### src/abg_pkg.sv
// ----------------------------------------------------------------------------
// Anchor box generator package
// Shared types, widths and fixed-point constants of the anchor box generator.
// ----------------------------------------------------------------------------
package abg_pkg;

    localparam int FRAC_BITS = 16;

    localparam int DVD_W  = 29;
    localparam int DVS_W  = 12;
    localparam int QUO_W  = 17;
    localparam int SQV_W  = 36;
    localparam int ROOT_W = 19;

    localparam logic [16:0] ONE_Q      = 17'h10000;
    localparam logic [17:0] BOX_MAX    = 18'h3FFFF;
    localparam logic [15:0] CENTER_MAX = 16'hFFFF;
    localparam logic [17:0] TENTH_Q    = 18'd6554;

    localparam int MODE_FIXED   = 0;
    localparam int MODE_REDUCED = 1;
    localparam int MODE_INTERP  = 2;

    typedef enum logic [2:0] {
        REG_IMAGE_HEIGHT    = 3'd0,
        REG_IMAGE_WIDTH     = 3'd1,
        REG_SCALE_MIN       = 3'd2,
        REG_SCALE_MAX       = 3'd3,
        REG_CENTER_OFFSET_X = 3'd4,
        REG_CENTER_OFFSET_Y = 3'd5,
        REG_STRIDE_CODES    = 3'd6,
        REG_MODE_FLAGS      = 3'd7
    } t_cfg_index;

    typedef struct packed {
        logic [11:0] image_height;
        logic [11:0] image_width;
        logic [15:0] scale_min;
        logic [15:0] scale_max;
        logic [15:0] center_offset_x;
        logic [15:0] center_offset_y;
        logic [31:0] stride_code_list;
        logic [2:0]  mode_flags;
    } t_cfg;

    typedef struct packed {
        logic [15:0] center_x;
        logic [15:0] center_y;
        logic [17:0] box_width;
        logic [17:0] box_height;
        logic [2:0]  layer_index;
        logic        last_anchor;
    } t_result;

    typedef struct packed {
        logic [17:0] h;
        logic [17:0] w;
    } t_size;

endpackage

### src/ssd_anchor_box_generator_core.sv
// ----------------------------------------------------------------------------
// SSD anchor box generator
// Produces one anchor box per item, with centres, sizes, layer and last flag.
// ----------------------------------------------------------------------------
// Each item yields one anchor, unless the stride code list is empty. An anchor
// whose cell centres are already held needs no division; the first anchor of
// each cell adds two serial divisions for its centres. Loading a stride group
// adds, per layer, one division for the scale and, with interpolated sizes, a
// further division (none for the last layer) and a serial square root; with
// reduced sizes, layer 0 adds a serial square root instead. A list of a single
// layer needs no division for its scale. Two-beat queues on each side let items
// and results move while the engine works.
module ssd_anchor_box_generator_core #(
    parameter int MAX_LAYERS           = 8,
    parameter int MAX_ANCHORS_PER_CELL = 16
) (
    input  logic        i_clk,
    input  logic        i_rst_n,
    input  logic        push,
    output logic        full,
    input  logic        i_restart,
    output logic        empty,
    input  logic        pop,
    output logic [15:0] o_center_x,
    output logic [15:0] o_center_y,
    output logic [17:0] o_box_width,
    output logic [17:0] o_box_height,
    output logic [2:0]  o_layer_index,
    output logic        o_last_anchor,
    input  logic        i_cfg_valid,
    output logic        o_cfg_ready,
    input  logic [2:0]  i_cfg_index,
    input  logic [31:0] i_cfg_data
);
    import abg_pkg::*;

    t_cfg    r_cfg;
    logic    cfg_wr;
    logic    item_empty;
    logic    item_restart;
    logic    item_pop;
    logic    res_full;
    logic    res_push;
    t_result res_in;
    t_result res_out;

    assign o_cfg_ready = 1'b1;
    assign cfg_wr      = i_cfg_valid;

    always_ff @(posedge i_clk) begin
        if (!i_rst_n) begin
            r_cfg.image_height     <= 12'd192;
            r_cfg.image_width      <= 12'd192;
            r_cfg.scale_min        <= 16'd9728;
            r_cfg.scale_max        <= 16'd49152;
            r_cfg.center_offset_x  <= 16'd32768;
            r_cfg.center_offset_y  <= 16'd32768;
            r_cfg.stride_code_list <= 32'd17475;
            r_cfg.mode_flags       <= 3'd5;
        end else if (cfg_wr) begin
            case (t_cfg_index'(i_cfg_index))
                REG_IMAGE_HEIGHT:    r_cfg.image_height     <= i_cfg_data[11:0];
                REG_IMAGE_WIDTH:     r_cfg.image_width      <= i_cfg_data[11:0];
                REG_SCALE_MIN:       r_cfg.scale_min        <= i_cfg_data[15:0];
                REG_SCALE_MAX:       r_cfg.scale_max        <= i_cfg_data[15:0];
                REG_CENTER_OFFSET_X: r_cfg.center_offset_x  <= i_cfg_data[15:0];
                REG_CENTER_OFFSET_Y: r_cfg.center_offset_y  <= i_cfg_data[15:0];
                REG_STRIDE_CODES:    r_cfg.stride_code_list <= i_cfg_data;
                REG_MODE_FLAGS:      r_cfg.mode_flags       <= i_cfg_data[2:0];
                default: begin
                end
            endcase
        end
    end

    abg_fifo #(.WIDTH(1)) u_item_q (
        .i_clk   (i_clk),
        .i_rst_n (i_rst_n),
        .i_push  (push),
        .i_data  (i_restart),
        .o_full  (full),
        .i_pop   (item_pop),
        .o_empty (item_empty),
        .o_data  (item_restart)
    );

    abg_engine #(
        .MAX_LAYERS           (MAX_LAYERS),
        .MAX_ANCHORS_PER_CELL (MAX_ANCHORS_PER_CELL)
    ) u_engine (
        .i_clk          (i_clk),
        .i_rst_n        (i_rst_n),
        .i_cfg          (r_cfg),
        .i_cfg_wr       (cfg_wr),
        .i_item_valid   (!item_empty),
        .i_item_restart (item_restart),
        .o_item_pop     (item_pop),
        .i_res_full     (res_full),
        .o_res_push     (res_push),
        .o_res          (res_in)
    );

    abg_fifo #(.WIDTH($bits(t_result))) u_res_q (
        .i_clk   (i_clk),
        .i_rst_n (i_rst_n),
        .i_push  (res_push),
        .i_data  (res_in),
        .o_full  (res_full),
        .i_pop   (pop),
        .o_empty (empty),
        .o_data  (res_out)
    );

    assign o_center_x    = res_out.center_x;
    assign o_center_y    = res_out.center_y;
    assign o_box_width   = res_out.box_width;
    assign o_box_height  = res_out.box_height;
    assign o_layer_index = res_out.layer_index;
    assign o_last_anchor = res_out.last_anchor;
endmodule

### src/abg_fifo.sv
// ----------------------------------------------------------------------------
// Two-entry queue
// Registered two-deep queue used on the item side and on the result side.
// ----------------------------------------------------------------------------
module abg_fifo #(
    parameter int WIDTH = 1
) (
    input  logic             i_clk,
    input  logic             i_rst_n,
    input  logic             i_push,
    input  logic [WIDTH-1:0] i_data,
    output logic             o_full,
    input  logic             i_pop,
    output logic             o_empty,
    output logic [WIDTH-1:0] o_data
);
    logic [WIDTH-1:0] r_mem [2];
    logic             r_wp;
    logic             r_rp;
    logic [1:0]       r_cnt;
    logic             do_push;
    logic             do_pop;

    assign o_full  = (r_cnt == 2'd2);
    assign o_empty = (r_cnt == 2'd0);
    assign o_data  = r_mem[r_rp];
    assign do_push = i_push && !o_full;
    assign do_pop  = i_pop && !o_empty;

    always_ff @(posedge i_clk) begin
        if (!i_rst_n) begin
            r_wp  <= 1'b0;
            r_rp  <= 1'b0;
            r_cnt <= 2'd0;
        end else begin
            if (do_push) begin
                r_wp <= ~r_wp;
            end
            if (do_pop) begin
                r_rp <= ~r_rp;
            end
            r_cnt <= r_cnt + 2'(do_push) - 2'(do_pop);
        end
    end

    always_ff @(posedge i_clk) begin
        if (do_push) begin
            r_mem[r_wp] <= i_data;
        end
    end
endmodule

### src/abg_div.sv
// ----------------------------------------------------------------------------
// Serial divider
// Restoring divider, one quotient bit a cycle, for quotients below 2^17.
// ----------------------------------------------------------------------------
module abg_div (
    input  logic                      i_clk,
    input  logic                      i_rst_n,
    input  logic                      i_start,
    input  logic [abg_pkg::DVD_W-1:0] i_dividend,
    input  logic [abg_pkg::DVS_W-1:0] i_divisor,
    output logic                      o_done,
    output logic [abg_pkg::QUO_W-1:0] o_quotient
);
    import abg_pkg::*;

    logic             r_busy;
    logic             r_done;
    logic [4:0]       r_cnt;
    logic [DVS_W-1:0] r_rem;
    logic [QUO_W-1:0] r_lo;
    logic [QUO_W-1:0] r_quo;
    logic [DVS_W-1:0] r_dvs;
    logic [DVS_W:0]   trial;
    logic [DVS_W:0]   diff;
    logic             ge;

    assign trial      = {r_rem, r_lo[QUO_W-1]};
    assign diff       = trial - {1'b0, r_dvs};
    assign ge         = (trial >= {1'b0, r_dvs});
    assign o_done     = r_done;
    assign o_quotient = r_quo;

    always_ff @(posedge i_clk) begin
        if (!i_rst_n) begin
            r_busy <= 1'b0;
            r_done <= 1'b0;
            r_cnt  <= 5'd0;
        end else begin
            r_done <= 1'b0;
            if (i_start && !r_busy) begin
                r_busy <= 1'b1;
                r_cnt  <= 5'(QUO_W);
                r_rem  <= i_dividend[DVD_W-1:QUO_W];
                r_lo   <= i_dividend[QUO_W-1:0];
                r_dvs  <= i_divisor;
            end else if (r_busy) begin
                r_rem <= ge ? diff[DVS_W-1:0] : trial[DVS_W-1:0];
                r_lo  <= {r_lo[QUO_W-2:0], 1'b0};
                r_quo <= {r_quo[QUO_W-2:0], ge};
                r_cnt <= r_cnt - 5'd1;
                if (r_cnt == 5'd1) begin
                    r_busy <= 1'b0;
                    r_done <= 1'b1;
                end
            end
        end
    end
endmodule

### src/abg_isqrt.sv
// ----------------------------------------------------------------------------
// Serial square root
// Digit-by-digit square root, one root bit a cycle, rounded to nearest.
// ----------------------------------------------------------------------------
module abg_isqrt (
    input  logic                       i_clk,
    input  logic                       i_rst_n,
    input  logic                       i_start,
    input  logic [abg_pkg::SQV_W-1:0]  i_value,
    output logic                       o_done,
    output logic [abg_pkg::ROOT_W-1:0] o_root
);
    import abg_pkg::*;

    logic             r_busy;
    logic             r_done;
    logic [4:0]       r_cnt;
    logic [SQV_W-1:0] r_val;
    logic [19:0]      r_rem;
    logic [17:0]      r_root;
    logic [21:0]      trial;
    logic [21:0]      test;
    logic             ge;

    assign trial  = {r_rem, r_val[SQV_W-1:SQV_W-2]};
    assign test   = {2'b00, r_root, 2'b01};
    assign ge     = (trial >= test);
    assign o_done = r_done;
    assign o_root = {1'b0, r_root} + ROOT_W'(r_rem > {2'b00, r_root});

    always_ff @(posedge i_clk) begin
        if (!i_rst_n) begin
            r_busy <= 1'b0;
            r_done <= 1'b0;
            r_cnt  <= 5'd0;
        end else begin
            r_done <= 1'b0;
            if (i_start && !r_busy) begin
                r_busy <= 1'b1;
                r_cnt  <= 5'd18;
                r_val  <= i_value;
                r_rem  <= 20'd0;
                r_root <= 18'd0;
            end else if (r_busy) begin
                r_rem  <= ge ? 20'(trial - test) : trial[19:0];
                r_root <= {r_root[16:0], ge};
                r_val  <= {r_val[SQV_W-3:0], 2'b00};
                r_cnt  <= r_cnt - 5'd1;
                if (r_cnt == 5'd1) begin
                    r_busy <= 1'b0;
                    r_done <= 1'b1;
                end
            end
        end
    end
endmodule

### src/abg_engine.sv
// ----------------------------------------------------------------------------
// Anchor engine
// Loads the size table of a stride group and walks cells and anchors.
// ----------------------------------------------------------------------------
module abg_engine #(
    parameter int MAX_LAYERS           = 8,
    parameter int MAX_ANCHORS_PER_CELL = 16
) (
    input  logic             i_clk,
    input  logic             i_rst_n,
    input  abg_pkg::t_cfg    i_cfg,
    input  logic             i_cfg_wr,
    input  logic             i_item_valid,
    input  logic             i_item_restart,
    output logic             o_item_pop,
    input  logic             i_res_full,
    output logic             o_res_push,
    output abg_pkg::t_result o_res
);
    import abg_pkg::*;

    localparam int AW = $clog2(MAX_ANCHORS_PER_CELL);
    localparam int CW = $clog2(MAX_ANCHORS_PER_CELL + 1);

    typedef enum logic [15:0] {
        S_IDLE    = 16'h0001,
        S_LOAD    = 16'h0002,
        S_LAYER   = 16'h0004,
        S_SDIV    = 16'h0008,
        S_SCALED  = 16'h0010,
        S_NXDIV   = 16'h0020,
        S_MUL     = 16'h0040,
        S_SQ_GO   = 16'h0080,
        S_SQ_WAIT = 16'h0100,
        S_RPUT0   = 16'h0200,
        S_RPUT1   = 16'h0400,
        S_RPUT2   = 16'h0800,
        S_ANCH    = 16'h1000,
        S_CX      = 16'h2000,
        S_CY      = 16'h4000,
        S_EMIT    = 16'h8000
    } t_state;

    function automatic logic [3:0] code_of(logic [31:0] list, logic [2:0] l);
        return list[{l, 2'b00} +: 4];
    endfunction

    function automatic logic [11:0] grid_dim(logic [11:0] p, logic [3:0] code);
        logic [15:0] pp;
        logic [15:0] m;
        pp = {4'b0, (p == 12'd0) ? 12'd1 : p};
        m  = (16'd1 << code) - 16'd1;
        return 12'((pp + m) >> code);
    endfunction

    function automatic logic [DVD_W-1:0] scale_num(logic [15:0] smin, logic [15:0] smax,
                                                   logic [2:0] den, logic [2:0] l);
        logic [18:0] a;
        logic [18:0] b;
        a = 19'(smin) * 19'(den - l);
        b = 19'(smax) * 19'(l);
        return DVD_W'(a + b + 19'(den >> 1));
    endfunction

    function automatic logic [17:0] sat18(logic [ROOT_W-1:0] v);
        return (v > ROOT_W'(BOX_MAX)) ? BOX_MAX : v[17:0];
    endfunction

    function automatic logic [15:0] sat16(logic [QUO_W-1:0] v);
        return (v > QUO_W'(CENTER_MAX)) ? CENTER_MAX : v[15:0];
    endfunction

    t_state            r_state, n_state;
    logic [2:0]        r_gfl, n_gfl;
    logic [3:0]        r_gel, n_gel;
    logic [11:0]       r_col, n_col;
    logic [11:0]       r_row, n_row;
    logic [CW-1:0]     r_aic, n_aic;
    logic [CW-1:0]     r_apc, n_apc;
    logic [11:0]       r_gw, n_gw;
    logic [11:0]       r_gh, n_gh;
    logic [3:0]        r_code, n_code;
    logic [3:0]        r_layer, n_layer;
    logic [15:0]       r_scale, n_scale;
    logic [16:0]       r_nx, n_nx;
    logic [SQV_W-1:0]  r_prod, n_prod;
    logic              r_red, n_red;
    logic [ROOT_W-1:0] r_t2, n_t2;
    logic [15:0]       r_cx, n_cx;
    logic [15:0]       r_cy, n_cy;
    logic              r_ctr_ok, n_ctr_ok;
    t_size             r_size [MAX_ANCHORS_PER_CELL];

    logic [3:0]        n_layers;
    logic              cnt_stop;
    logic [2:0]        den;
    logic [2:0]        eff_gfl;
    logic [3:0]        eff_gel;
    logic              put_en;
    logic [ROOT_W-1:0] put_w;
    logic [ROOT_W-1:0] put_h;
    logic              div_start;
    logic [DVD_W-1:0]  div_dvd;
    logic [DVS_W-1:0]  div_dvs;
    logic              div_done;
    logic [QUO_W-1:0]  div_quo;
    logic              sq_start;
    logic              sq_done;
    logic [ROOT_W-1:0] sq_root;
    logic [19:0]       t2p1;
    logic [19:0]       t2p2;
    logic [ROOT_W-1:0] big;
    logic [ROOT_W-1:0] small_sz;
    logic [DVD_W-1:0]  cx_num;
    logic [DVD_W-1:0]  cy_num;
    logic [CW-1:0]     aic_inc;
    logic              last;
    t_size             entry;

    always_comb begin
        n_layers = 4'd0;
        cnt_stop = 1'b0;
        for (int i = 0; i < 8; i++) begin
            if (!cnt_stop && i < MAX_LAYERS && i_cfg.stride_code_list[4*i +: 4] != 4'd0) begin
                n_layers = 4'(i + 1);
            end else begin
                cnt_stop = 1'b1;
            end
        end
    end

    assign den      = 3'(n_layers - 4'd1);
    assign eff_gfl  = i_item_restart ? 3'd0 : r_gfl;
    assign eff_gel  = i_item_restart ? 4'd0 : r_gel;
    assign t2p1     = {1'b0, r_t2} + 20'd1;
    assign t2p2     = {1'b0, r_t2} + 20'd2;
    assign big      = t2p1[19:1];
    assign small_sz = {1'b0, t2p2[19:2]};
    assign cx_num   = (DVD_W'(r_col) << FRAC_BITS) + DVD_W'(i_cfg.center_offset_x)
                      + DVD_W'(r_gw >> 1);
    assign cy_num   = (DVD_W'(r_row) << FRAC_BITS) + DVD_W'(i_cfg.center_offset_y)
                      + DVD_W'(r_gh >> 1);
    assign aic_inc  = r_aic + CW'(1);
    assign entry    = r_size[r_aic[AW-1:0]];
    assign last     = (r_gel == n_layers) && ({1'b0, r_row} + 13'd1 == {1'b0, r_gh})
                      && ({1'b0, r_col} + 13'd1 == {1'b0, r_gw}) && (aic_inc == r_apc);

    always_comb begin
        o_res.center_x    = r_cx;
        o_res.center_y    = r_cy;
        o_res.box_width   = i_cfg.mode_flags[MODE_FIXED] ? 18'(ONE_Q) : entry.w;
        o_res.box_height  = i_cfg.mode_flags[MODE_FIXED] ? 18'(ONE_Q) : entry.h;
        o_res.layer_index = r_gfl;
        o_res.last_anchor = last;
    end

    always_comb begin
        n_state   = r_state;
        n_gfl     = r_gfl;
        n_gel     = r_gel;
        n_col     = r_col;
        n_row     = r_row;
        n_aic     = r_aic;
        n_apc     = r_apc;
        n_gw      = r_gw;
        n_gh      = r_gh;
        n_code    = r_code;
        n_layer   = r_layer;
        n_scale   = r_scale;
        n_nx      = r_nx;
        n_prod    = r_prod;
        n_red     = r_red;
        n_t2      = r_t2;
        n_cx      = r_cx;
        n_cy      = r_cy;
        n_ctr_ok  = i_cfg_wr ? 1'b0 : r_ctr_ok;
        o_item_pop = 1'b0;
        o_res_push = 1'b0;
        put_en    = 1'b0;
        put_w     = '0;
        put_h     = '0;
        div_start = 1'b0;
        div_dvd   = '0;
        div_dvs   = '0;
        sq_start  = 1'b0;
        case (r_state)
            S_IDLE: begin
                if (i_item_valid && !i_res_full) begin
                    o_item_pop = 1'b1;
                    n_gfl = eff_gfl;
                    n_gel = eff_gel;
                    if (n_layers == 4'd0) begin
                        n_state = S_IDLE;
                    end else if (eff_gel == 4'd0 || eff_gel > n_layers || r_apc == '0) begin
                        if ({1'b0, eff_gfl} >= n_layers) begin
                            n_gfl = 3'd0;
                        end
                        n_state = S_LOAD;
                    end else begin
                        n_state = S_ANCH;
                    end
                end
            end
            S_LOAD: begin
                n_code  = code_of(i_cfg.stride_code_list, r_gfl);
                n_layer = {1'b0, r_gfl};
                n_apc   = '0;
                n_gw    = grid_dim(i_cfg.image_width, code_of(i_cfg.stride_code_list, r_gfl));
                n_gh    = grid_dim(i_cfg.image_height, code_of(i_cfg.stride_code_list, r_gfl));
                n_state = S_LAYER;
            end
            S_LAYER: begin
                if (r_layer < n_layers &&
                    code_of(i_cfg.stride_code_list, r_layer[2:0]) == r_code) begin
                    if (n_layers < 4'd2) begin
                        n_scale = i_cfg.scale_min;
                        n_state = S_SCALED;
                    end else begin
                        div_start = 1'b1;
                        div_dvd   = scale_num(i_cfg.scale_min, i_cfg.scale_max, den,
                                              r_layer[2:0]);
                        div_dvs   = DVS_W'(den);
                        n_state   = S_SDIV;
                    end
                end else begin
                    n_gel    = r_layer;
                    n_col    = '0;
                    n_row    = '0;
                    n_aic    = '0;
                    n_ctr_ok = 1'b0;
                    n_state  = S_ANCH;
                end
            end
            S_SDIV: begin
                if (div_done) begin
                    n_scale = div_quo[15:0];
                    n_state = S_SCALED;
                end
            end
            S_SCALED: begin
                if (r_layer == 4'd0 && i_cfg.mode_flags[MODE_REDUCED]) begin
                    n_prod  = SQV_W'({32'(r_scale) * 32'(r_scale), 3'b000});
                    n_red   = 1'b1;
                    n_state = S_SQ_GO;
                end else begin
                    n_red  = 1'b0;
                    put_en = 1'b1;
                    put_w  = ROOT_W'(r_scale);
                    put_h  = ROOT_W'(r_scale);
                    if (i_cfg.mode_flags[MODE_INTERP]) begin
                        if (r_layer + 4'd1 == n_layers) begin
                            n_nx    = ONE_Q;
                            n_state = S_MUL;
                        end else begin
                            div_start = 1'b1;
                            div_dvd   = scale_num(i_cfg.scale_min, i_cfg.scale_max, den,
                                                  3'(r_layer + 4'd1));
                            div_dvs   = DVS_W'(den);
                            n_state   = S_NXDIV;
                        end
                    end else begin
                        n_layer = r_layer + 4'd1;
                        n_state = S_LAYER;
                    end
                end
            end
            S_NXDIV: begin
                if (div_done) begin
                    n_nx    = div_quo;
                    n_state = S_MUL;
                end
            end
            S_MUL: begin
                n_prod  = SQV_W'(33'(r_scale) * 33'(r_nx));
                n_state = S_SQ_GO;
            end
            S_SQ_GO: begin
                sq_start = 1'b1;
                n_state  = S_SQ_WAIT;
            end
            S_SQ_WAIT: begin
                if (sq_done) begin
                    if (r_red) begin
                        n_t2    = sq_root;
                        n_state = S_RPUT0;
                    end else begin
                        put_en  = 1'b1;
                        put_w   = sq_root;
                        put_h   = sq_root;
                        n_layer = r_layer + 4'd1;
                        n_state = S_LAYER;
                    end
                end
            end
            S_RPUT0: begin
                put_en  = 1'b1;
                put_w   = ROOT_W'(TENTH_Q);
                put_h   = ROOT_W'(TENTH_Q);
                n_state = S_RPUT1;
            end
            S_RPUT1: begin
                put_en  = 1'b1;
                put_w   = big;
                put_h   = small_sz;
                n_state = S_RPUT2;
            end
            S_RPUT2: begin
                put_en  = 1'b1;
                put_w   = small_sz;
                put_h   = big;
                n_layer = r_layer + 4'd1;
                n_state = S_LAYER;
            end
            S_ANCH: begin
                if (r_aic >= r_apc) begin
                    n_aic = '0;
                end
                if (r_ctr_ok) begin
                    n_state = S_EMIT;
                end else begin
                    div_start = 1'b1;
                    div_dvd   = cx_num;
                    div_dvs   = r_gw;
                    n_state   = S_CX;
                end
            end
            S_CX: begin
                if (div_done) begin
                    n_cx      = sat16(div_quo);
                    div_start = 1'b1;
                    div_dvd   = cy_num;
                    div_dvs   = r_gh;
                    n_state   = S_CY;
                end
            end
            S_CY: begin
                if (div_done) begin
                    n_cy     = sat16(div_quo);
                    n_ctr_ok = 1'b1;
                    n_state  = S_EMIT;
                end
            end
            S_EMIT: begin
                o_res_push = 1'b1;
                n_aic      = aic_inc;
                if (aic_inc >= r_apc) begin
                    n_aic    = '0;
                    n_ctr_ok = 1'b0;
                    n_col    = r_col + 12'd1;
                    if ({1'b0, r_col} + 13'd1 >= {1'b0, r_gw}) begin
                        n_col = '0;
                        n_row = r_row + 12'd1;
                        if ({1'b0, r_row} + 13'd1 >= {1'b0, r_gh}) begin
                            n_row = '0;
                            n_gfl = (r_gel >= n_layers) ? 3'd0 : r_gel[2:0];
                            n_gel = 4'd0;
                        end
                    end
                end
                n_state = S_IDLE;
            end
            default: begin
                n_state = S_IDLE;
            end
        endcase
        if (put_en && r_apc < CW'(MAX_ANCHORS_PER_CELL)) begin
            n_apc = r_apc + CW'(1);
        end
    end

    always_ff @(posedge i_clk) begin
        if (!i_rst_n) begin
            r_state  <= S_IDLE;
            r_gfl    <= '0;
            r_gel    <= '0;
            r_col    <= '0;
            r_row    <= '0;
            r_aic    <= '0;
            r_apc    <= '0;
            r_gw     <= '0;
            r_gh     <= '0;
            r_ctr_ok <= 1'b0;
            r_red    <= 1'b0;
        end else begin
            r_state  <= n_state;
            r_gfl    <= n_gfl;
            r_gel    <= n_gel;
            r_col    <= n_col;
            r_row    <= n_row;
            r_aic    <= n_aic;
            r_apc    <= n_apc;
            r_gw     <= n_gw;
            r_gh     <= n_gh;
            r_ctr_ok <= n_ctr_ok;
            r_red    <= n_red;
        end
    end

    always_ff @(posedge i_clk) begin
        r_code  <= n_code;
        r_layer <= n_layer;
        r_scale <= n_scale;
        r_nx    <= n_nx;
        r_prod  <= n_prod;
        r_t2    <= n_t2;
        r_cx    <= n_cx;
        r_cy    <= n_cy;
        if (put_en && r_apc < CW'(MAX_ANCHORS_PER_CELL)) begin
            r_size[r_apc[AW-1:0]] <= '{h: sat18(put_h), w: sat18(put_w)};
        end
    end

    abg_div u_div (
        .i_clk      (i_clk),
        .i_rst_n    (i_rst_n),
        .i_start    (div_start),
        .i_dividend (div_dvd),
        .i_divisor  (div_dvs),
        .o_done     (div_done),
        .o_quotient (div_quo)
    );

    abg_isqrt u_isqrt (
        .i_clk   (i_clk),
        .i_rst_n (i_rst_n),
        .i_start (sq_start),
        .i_value (r_prod),
        .o_done  (sq_done),
        .o_root  (sq_root)
    );
endmodule
### config.mk
export PLATFORM = sky130hd
export DESIGN_NAME = ssd_anchor_box_generator_core
export DESIGN_NICKNAME = d
export VERILOG_FILES = /design/src/abg_pkg.sv /design/src/ssd_anchor_box_generator_core.sv /design/src/abg_fifo.sv /design/src/abg_div.sv /design/src/abg_isqrt.sv /design/src/abg_engine.sv
export SDC_FILE = /design/constraint.sdc
export NUM_CORES = 2
export LEC_CHECK = 0
export ABC_AREA = 1
export BUFFER_PORTS_ARGS = -buffer_cell sky130_fd_sc_hd__buf_4
export CORE_UTILIZATION = 42
export DETAILED_ROUTE_END_ITERATION = 16
export GPL_TIMING_DRIVEN = 0
export PLACE_DENSITY = 0.64
export SLEW_MARGIN = 20
export SYNTH_ARGS = -nofsm -noshare
export SYNTH_HDL_FRONTEND = slang
export SYNTH_SLANG_ARGS = --single-unit
### constraint.sdc
create_clock -name i_clk -period 21.5 [get_ports i_clk]
set_input_delay 0 -clock i_clk [delete_from_list [all_inputs] [get_ports i_clk]]
set_output_delay 0 -clock i_clk [all_outputs]
set_load 0.005 [all_outputs]
==> metrics.txt <==
# TYPE chip_impl_metric gauge
chip_impl_metric{name="drt_pre_antenna_iters",unit=""} 9
chip_impl_metric{name="post_synth_instance_area",unit="sq um"} 87200
chip_impl_metric{name="detailedPlacementHpwl",unit="um"} 231000
chip_impl_metric{name="power_density",unit="nW/um^2"} 134
chip_impl_metric{name="globalRouteTotalUtil",unit="%"} 28.3
chip_impl_metric{name="drv_slew",unit=""} 0
chip_impl_metric{name="synth_cells",unit=""} 9809
chip_impl_metric{name="worstPathRequired",unit="ps"} 22160
chip_impl_metric{name="route.detailed.drc",unit=""} 0
chip_impl_metric{name="numCtsBuffers",unit=""} 132
chip_impl_info{name="worst_path_max_delay_cell",value="fa_1"} 1
chip_impl_metric{name="postCtsSetupRepairBufs",unit=""} 0
chip_impl_metric{name="grt_pass1_wl",unit="um"} 446000
chip_impl_metric{name="arrival",unit="ps"} 13400
chip_impl_metric{name="clock.fmax",unit="MHz"} 78.5
chip_impl_metric{name="core_region_area",unit="sq um"} 205000
chip_impl_metric{name="detailed_place.area",unit="sq um"} 92600
chip_impl_metric{name="setup_viol_count_final",unit=""} 0
chip_impl_metric{name="worst_slew_pin_slew",unit="ps"} 1190
chip_impl_metric{name="sink_count",unit=""} 1215
chip_impl_metric{name="max-cap-violations",unit=""} 0
chip_impl_metric{name="peakVddDrop",unit="mV"} 0.966
chip_impl_metric{name="relative_slew_slack",unit="%"} 20.8
chip_impl_metric{name="port_buffers",unit=""} 110
chip_impl_metric{name="number_of_global_route_vias_before_repair",unit=""} 71704
chip_impl_metric{name="final-hold-violation-count",unit=""} 0
chip_impl_info{name="outcome",value="completed"} 1
chip_impl_metric{name="chipWidth",unit="um"} 458
chip_impl_metric{name="mappedNetlistNets",unit=""} 10978
chip_impl_metric{name="finish.net_count",unit=""} 11317
chip_impl_metric{name="layout_cells_sized_above_1",unit="%"} 5.96
chip_impl_metric{name="stdcell_count",unit=""} 12948
chip_impl_metric{name="tcrit_tclk_final",unit="%"} 59.2
chip_impl_metric{name="postRouteAntennaNets",unit=""} 0
chip_impl_metric{name="worst_setup_hold_path_clk_slew",unit="ps"} 60
chip_impl_metric{name="clock_latency",unit="ps"} 820
chip_impl_info{name="critPathCaptureType",value="register"} 1
chip_impl_metric{name="postSynthRegisterBits",unit=""} 1215
chip_impl_metric{name="maximum_fanout_along_the_worst_path",unit=""} 10
chip_impl_metric{name="antenna_violations_before_repair",unit=""} 5
chip_impl_info{name="worst_hold_path_type",value="in2reg"} 1
chip_impl_metric{name="synth_top_area_share",unit="%"} 33.8
chip_impl_metric{name="wirelength",unit="um"} 297000
chip_impl_info{name="clock_tree_from_tritoncts",value="done"} 1
chip_impl_metric{name="grt_start_max_net_pins",unit=""} 36
chip_impl_metric{name="io_pins",unit=""} 116
chip_impl_metric{name="synthesis.area_per_instance",unit="sq um"} 8.89
chip_impl_metric{name="die_height",unit="um"} 458
chip_impl_metric{name="place.gp.congestion",unit=""} 0.999
chip_impl_metric{name="final_cell_area",unit="sq um"} 97500
chip_impl_metric{name="max-clock-path-buffers",unit=""} 3
chip_impl_info{name="synth_top_flop_cell",value="edfxtp_1"} 1
chip_impl_metric{name="synth_sequential_area_ratio",unit="%"} 39.1
chip_impl_metric{name="cts_max_level",unit=""} 4
chip_impl_metric{name="yosys.cell_types.count",unit=""} 77
chip_impl_metric{name="finalWorstPathRequiredPeriod",unit="ps"} 12740
chip_impl_info{name="rsz0062_at_grt",value="false"} 1
chip_impl_metric{name="num_rows",unit=""} 166
chip_impl_metric{name="setup_tns",unit="ps"} 0
chip_impl_info{name="category_of_the_critical_setup_timing_path",value="reg2reg"} 1
chip_impl_metric{name="initial_core_util",unit="%"} 42.5
chip_impl_metric{name="syn2layout_area_growth",unit="%"} 11.8
chip_impl_info{name="yosys-top-cells-area",value="edfxtp_1 (34%), fa_1 (14%), nand2_1 (7.9%), ha_1 (7.4%), inv_1 (7.2%)"} 1
chip_impl_info{name="synth_top_area_cell",value="edfxtp_1"} 1
chip_impl_metric{name="grt.overflow.total",unit=""} 0
chip_impl_metric{name="cp_slowest_stage_delay",unit="ps"} 800
chip_impl_metric{name="drt-initial-drc-count",unit=""} 7552
chip_impl_metric{name="post-place-cells",unit=""} 12652
chip_impl_metric{name="routed_wire_length_per_instance",unit="um"} 23.0
chip_impl_info{name="clock-root-buffer",value="clkbuf_16"} 1
chip_impl_metric{name="share_of_async_settable_or_async_resettable_flops_after_synthesis",unit="%"} 0
chip_impl_info{name="worstSetupStartpointType",value="register"} 1
chip_impl_metric{name="leakage_power_figure",unit="nW"} 42.7
chip_impl_metric{name="worst_clock_skew",unit="ps"} 59.3
chip_impl_metric{name="viasPerCell",unit=""} 5.55
chip_impl_metric{name="total_die_area",unit="sq um"} 209000
chip_impl_metric{name="ys_warn_count",unit=""} 0
chip_impl_metric{name="synth-edff-count",unit=""} 981
chip_impl_metric{name="routed_via_count",unit=""} 71907
[final timing paths]
check	from	endpoint	slack, ps	cells past startpoint
worst max register to register	r_cfg[31]	u_engine.u_div.r_rem[3]	8760	43
worst min-delay path	i_cfg_data[25]	r_cfg[28]	90	4
worst max-delay path	r_cfg[31]	u_engine.u_div.r_rem[3]	8760	43
worst min register to register	u_engine.r_cx[2]	u_res_q.r_mem[0][58]	440	0
[timing repair]
item | 4_1_cts | 5_1_grt
gates resized for setup | 0 | 0
hold buffers | 50 | 0
hold endpoints to repair | 133 | 0
[kinds of logic (layout without fill, tap and decap cells)]
kind of cell / count (synthesis) / in the layout / share of synthesized area, %
XOR/XNOR: 228 / 228 / 2.29
other: 1 / 6 / 0.00430
buffers and inverters: 2115 / 2561 / 9.24
flip-flops: 1215 / 1215 / 39.1
AND/OR/NAND/NOR: 3451 / 3451 / 16.4
multiplexers: 76 / 76 / 0.977
adder cells (fa/ha/maj): 1129 / 1129 / 21.5
AO/OA/AOI/OAI: 1594 / 1594 / 10.5
[layer usage]
metal | track usage (%) | vias to the layer above | wire [um]
met5 | 0 | - | 225
met2 | 45.4 | 3266 | 136000
met4 | 14.4 | 2 | 16500
met3 | 4.32 | 597 | 24400
li1 | - | 32792 | -
met1 | 37.1 | 35250 | 120000
[placed cells by master, fill, tap and decap left out, drive strengths merged, types with 11 or more instances in the layout]
master       count
a21o            17
a21oi          454
a221oi          21
a22oi           11
a31oi           31
buf            214
clkbuf         514
clkinv          72
dfxtp          234
dlygate4sd3     50
edfxtp         981
fa             611
ha             517
inv           1701
mux2            73
nand2         1839
nand3          407
nand3b          27
nand4          104
nor2           943
nor3            70
nor4            20
o211ai          72
o21a            19
o21ai          721
o21bai          15
o221ai         117
o22ai           73
or2             27
xnor2           73
xor2           155
[report_power, final]
| group | switching (mW) | leakage (nW) | internal [mW] |
|---|---|---|---|
| sequential | 0.0360 | 10.5 | 2.54 |
| clock | 1.04 | 2.10 | 1.26 |
| combinational | 5.44 | 30.1 | 2.70 |
[cell type report]
cell class                 count  area [sq um]
fill                       19454        108000
multi-input combinational   6479         45200
sequential                  1215         34100
inverter                    1712          6430
clock buffer                 170          3520
tap                         2688          3360
timing repair buffer         205          2300
buffer                       403          1640
clock inverter                71           836
antenna                        5          12.5
[Yosys cell counts (all sizes together) (20+ instances only)]
cell type  number
a21oi         454
or2            27
nor3           70
nand3b         27
clkbuf        343
a31oi          31
ha            517
xor2          155
xnor2          73
o21ai         721
dfxtp         234
nand2        1839
a221oi         21
nor4           20
nand4         104
inv          1695
mux2           73
edfxtp        981
o211ai         72
buf            60
fa            611
nand3         407
o221ai        117
nor2          943
o22ai          73
[worst max-delay path: cells and delay by family, from the launching register on]
kind	cells	cell delay, ps
flip-flops	1	340
XOR/XNOR	2	1010
AO/OA/AOI/OAI	6	1240
adder cells (fa/ha/maj)	11	5490
buffers and inverters	7	1060
AND/OR/NAND/NOR	17	3470
[stage by stage]
step	power, mW	setup WS (ps)	utilization [%]	hold WS (ps)
finish	13.0	8760	47.4	93.0
global route	14.2	8080	47.4	109
CTS	13.0	8930	47.4	47.3
detailed placement	10.7	8960	45.1	202
global placement	10.6	8660	44.5	204
floorplan	8.36	11660	-	98.9
[flip-flops by register name, summed over array words and instances (netlist names), 12 cells and up, named ones only]
signal / cells
u_engine.r_size: 576
u_res_q.r_mem: 144
r_cfg: 123
u_engine.u_isqrt.r_val: 36
u_engine.r_prod: 35
u_engine.u_isqrt.r_rem: 20
u_engine.r_t2: 19
u_engine.u_isqrt.r_root: 18
u_engine.r_nx: 17
u_engine.u_div.o_quotient: 17
u_engine.u_div.r_lo: 17
u_engine.r_cx: 16
u_engine.r_cy: 16
u_engine.r_scale: 16
u_engine.r_state: 16
u_engine.r_col: 12
u_engine.r_gh: 12
u_engine.r_gw: 12
u_engine.r_row: 12
u_engine.u_div.r_dvs: 12
u_engine.u_div.r_rem: 12
(Power assumes the default switching activity.)
